File: src/rtl/ilist_pkg.sv
// shared types and constants for the indexed list engine
package ilist_pkg;

   // index width: covers positions and counts up to a capacity of 4096
   localparam int IDX_W  = 13;
   localparam int DATA_W = 32;
   localparam int KIND_W = 3;
   localparam int POS_W  = 9;
   localparam int LEN_W  = 9;

   localparam logic [DATA_W-1:0] READ_NONE = '1;

   typedef enum logic [KIND_W-1:0] {
      REQ_READ     = 3'd0,
      REQ_INS_HEAD = 3'd1,
      REQ_INS_TAIL = 3'd2,
      REQ_INS_AT   = 3'd3,
      REQ_DELETE   = 3'd4
   } req_kind_type;

   typedef enum logic [1:0] {
      STAT_DONE   = 2'd0,
      STAT_BADPOS = 2'd1,
      STAT_FULL   = 2'd2
   } status_type;

   typedef enum logic [1:0] {
      CELL_HOLD,
      CELL_INSERT,
      CELL_DELETE
   } cell_op_type;

   typedef enum logic [1:0] {
      ST_IDLE,
      ST_EXEC,
      ST_GATHER
   } fsm_state_type;

   // broadcast to every cell of the chain
   typedef struct packed {
      cell_op_type       op;
      logic [IDX_W-1:0]  pos;
      logic [DATA_W-1:0] value;
   } cell_ctrl_type;

endpackage

File: src/rtl/ilist_cell.sv
// one list slot: holds an element and shifts to or from its neighbors
module ilist_cell #(
   parameter int INDEX = 0
) (
   input  logic                            clock,
   input  ilist_pkg::cell_ctrl_type        ctrl,
   input  logic [ilist_pkg::DATA_W-1:0]    prev_data,
   input  logic [ilist_pkg::DATA_W-1:0]    next_data,
   output logic [ilist_pkg::DATA_W-1:0]    data,
   output logic [ilist_pkg::DATA_W-1:0]    read_data
);

   localparam logic [ilist_pkg::IDX_W-1:0] MY_IDX = INDEX[ilist_pkg::IDX_W-1:0];

   logic [ilist_pkg::DATA_W-1:0] data_ff;
   logic [ilist_pkg::DATA_W-1:0] data_in;

   always_comb begin
      data_in = data_ff;
      case (ctrl.op)
         ilist_pkg::CELL_INSERT: begin
            if (ctrl.pos == MY_IDX) begin
               data_in = ctrl.value;
            end else if (ctrl.pos < MY_IDX) begin
               data_in = prev_data;
            end
         end
         ilist_pkg::CELL_DELETE: begin
            if (ctrl.pos <= MY_IDX) begin
               data_in = next_data;
            end
         end
         default: data_in = data_ff;
      endcase
   end

   always_ff @(posedge clock) begin
      data_ff <= data_in;
   end

   assign data      = data_ff;
   // only the addressed slot puts its element on the read tree
   assign read_data = (ctrl.pos == MY_IDX) ? data_ff : '0;

endmodule

File: config.mk
export PLATFORM = sky130hd
export DESIGN_NAME = ilist_cell
export DESIGN_NICKNAME = d
export VERILOG_FILES = /design/src/rtl/ilist_pkg.sv /design/src/rtl/ilist_cell.sv
export SDC_FILE = /design/constraint.sdc
export NUM_CORES = 1
export LEC_CHECK = 0
export BUFFER_PORTS_ARGS = -buffer_cell sky130_fd_sc_hd__buf_2
export CORE_UTILIZATION = 39
export CTS_BUF_LIST = sky130_fd_sc_hd__clkbuf_2
export CTS_CLUSTER_DIAMETER = 200
export CTS_CLUSTER_SIZE = 25
export DETAILED_ROUTE_END_ITERATION = 8
export HOLD_SLACK_MARGIN = 0.03
export PLACE_DENSITY = 0.88
export SLEW_MARGIN = 10
export SYNTH_ARGS = -nofsm -noshare
export SYNTH_HDL_FRONTEND = slang
export SYNTH_SLANG_ARGS = --single-unit
File: constraint.sdc
create_clock -name clock -period 3.4 [get_ports clock]
set_input_delay 0.34 -clock clock [delete_from_list [all_inputs] [get_ports clock]]
set_output_delay 0.34 -clock clock [all_outputs]
set_load 0.005 [all_outputs]
==> out/results.ini <==
[sta]
slew_headroom_pct = 43.5
timing.fmax_mhz = 512
setup_slack_ns = 1.45
setup_viol = 0
fin_crit_ns = 1.95
final_max_slew_viol_count = 0
worstMarginPinSlew_ns = 0.848
hold_viol_final = 0
finalCritPeriodShare_pct = 57.4
setup_tns_ns = 0
grt_setup_unrepaired = no
holdWs_ns = 0.287

[critical_path]
max_stage_delay_ns = 0.75
worstSetupEndpointType = flop
crit_chain = buf_2 -> nor4_1 -> and4_4 -> o21ba_2
arrival_ns = 1.94
path_max_fanout = 33
startpoint_type = primary input
critPathKind = primary input to flop
critPathSlowestCell = o21ba_2
cp.required_ns = 3.38

[drt]
vias = 1427
drt_iter0_drc = 68
drc = 0
antenna_left = 0
firstDrtPassIters = 4
drt-total-wl_mm = 4.19
route.detailed.wl_per_inst_microns = 13.6
viasPerCell = 4.63

[floorplanning]
die_h_microns = 67.6
start_util_pct = 41.4
coreArea_sq_um = 4060
die_area_sq_um = 4580
rows = 23
die_width_microns = 67.6
pin_count = 176

[finish]
drive_above_1_share_pct = 79.1
finalInstanceArea_sq_um = 2440
syn_to_final_growth_pct = 45.5
antennaDiodeCount = 0
largest_register_ff_count = 32
fill_cells = 325
nets = 372

[worst_hold_path]
hold_class = primary input to flop

[grt]
grtUsageTotal_pct = 18.7
grt_pass1_vias = 1332
grt_max_degree = 34
antenna_found_initial = 0
grt_pass1_wl_mm = 6.01
gr-total-overflow = 0

[clock_tree]
cts_max_level = 2
clk_path_buf_depth = 2
cts_tree = yes
cts-root-buf = clkbuf_2
cts_inserted_buffers = 5
cts_resized = 0
cts_hold_buffers = 0
post-cts-setup-buffer-count = 0
clock-sinks = 32
cts.clk_slew.worst_paths_ns = 0.15

[pwr]
powerDensity_nw_per_um2 = 340
vdd_drop_max_v = 0.000222
p_leak_nw = 1.22

[logic_synthesis]
synth_cell_types = 13
synth_warnings = 0
synth_nets = 228
synth_top_cell_by_area = edfxtp_1
synth_area_leaders = edfxtp_1, mux2_2, and2_2
syn-cell-area_sq_um = 1680
postSynthCellCount = 114
synth_seq_cells = 32
syn_area_per_cell_sq_um = 14.7
yosysTopAreaCellShare_pct = 57.2
ys_seq_area_share_pct = 57.2

[place]
dp_slack_ns = 1.04
numPortBuffers = 143
gp_congestion = 0.725
dp.final_hpwl_mm = 3.28
placed_area_sq_um = 2410

[status]
outcome = completed

[flow_run]
cap_violations = 0

==> path summary, 6_finish.rpt <==
path / start / to / slack [ns] / depth (start not counted)
worst max-delay path: ctrl[33] / data[19] / 1.45 / 4
worst min-delay path: ctrl[28] / data[28] / 0.29 / 2
==> critical path, delay by kind of cell <==
family                 cells  cell delay (ns)
AOI/OAI and AO/OA          1             0.75
and+or+nand+nor            2             0.72
buffers and inverters      1             0.11
==> cells in the final DEF, fill, tap and decap left out <==
cell type / count
buf_2: 143
mux2_2: 32
edfxtp_1: 32
and2_2: 21
and2_1: 11
clkbuf_2: 5
nor2_1: 2
nor4_1: 2
inv_1: 2
ha_1: 2
clkinv_1: 2
nor3_1: 1
and4_4: 1
o21ba_2: 1
buf_4: 1
==> stage by stage <==
step / util, % / power (W) / std cells
final: 60.3 / 0.000832 / 308
after global routing: 60.3 / 0.000881 / 308
after CTS: 60.3 / 0.000841 / 308
after detailed placement: 59.5 / 0.000679 / 301
after global placement: 59.5 / 0.000672 / 301
after floorplan: - / 0.000578 / 114
==> metal layers <==
metal  wire [microns]  track usage (%)  vias up
li1                 -                -      693
met1             1520             19.3      646
met2             2290             33.7       80
met3              301             7.09        8
met4               78             7.18        0
met5                0                0        -
==> power by group <==
group | internal (W) | switching [W] | total [W]
clock | 0.0000425 | 0.000121 | 0.000163
sequential | 0.000493 | 0.0000183 | 0.000511
combinational | 0.0000911 | 0.0000665 | 0.000158
total | 0.000626 | 0.000206 | 0.000832
==> kinds of logic (layout without fill, tap and decap cells) <==
| logic type | after synthesis | in the layout | share of synthesized area (%) |
|---|---|---|---|
| AOI/OAI and AO/OA | 1 | 1 | 0.596 |
| adders and majority gates | 2 | 2 | 1.49 |
| buffers and inverters | 9 | 153 | 3.65 |
| DFF | 32 | 32 | 57.2 |
| muxes | 32 | 32 | 21.4 |
| and+or+nand+nor | 38 | 38 | 15.6 |
==> area by class of cell <==
type / count / area [sq um] / area share [%]
inverter: 2 / 7.51 / 0.307
clock buffer: 5 / 25.0 / 1.02
multi-input combinational: 73 / 658 / 26.9
tap: 50 / 62.6 / 2.56
timing repair buffer: 144 / 723 / 29.6
clock inverter: 2 / 7.51 / 0.307
sequential: 32 / 961 / 39.3
==> synthesized netlist by cell type <==
| library cell | number |
|---|---|
| inv_1 | 2 |
| nor4_1 | 2 |
| buf_2 | 4 |
| mux2_2 | 32 |
| and4_4 | 1 |
| nor3_1 | 1 |
| edfxtp_1 | 32 |
| ha_1 | 2 |
| o21ba_2 | 1 |
| buf_6 | 3 |
| and2_1 | 11 |
| and2_2 | 21 |
| nor2_1 | 2 |
Note: power is estimated with default switching activity, not from simulation.
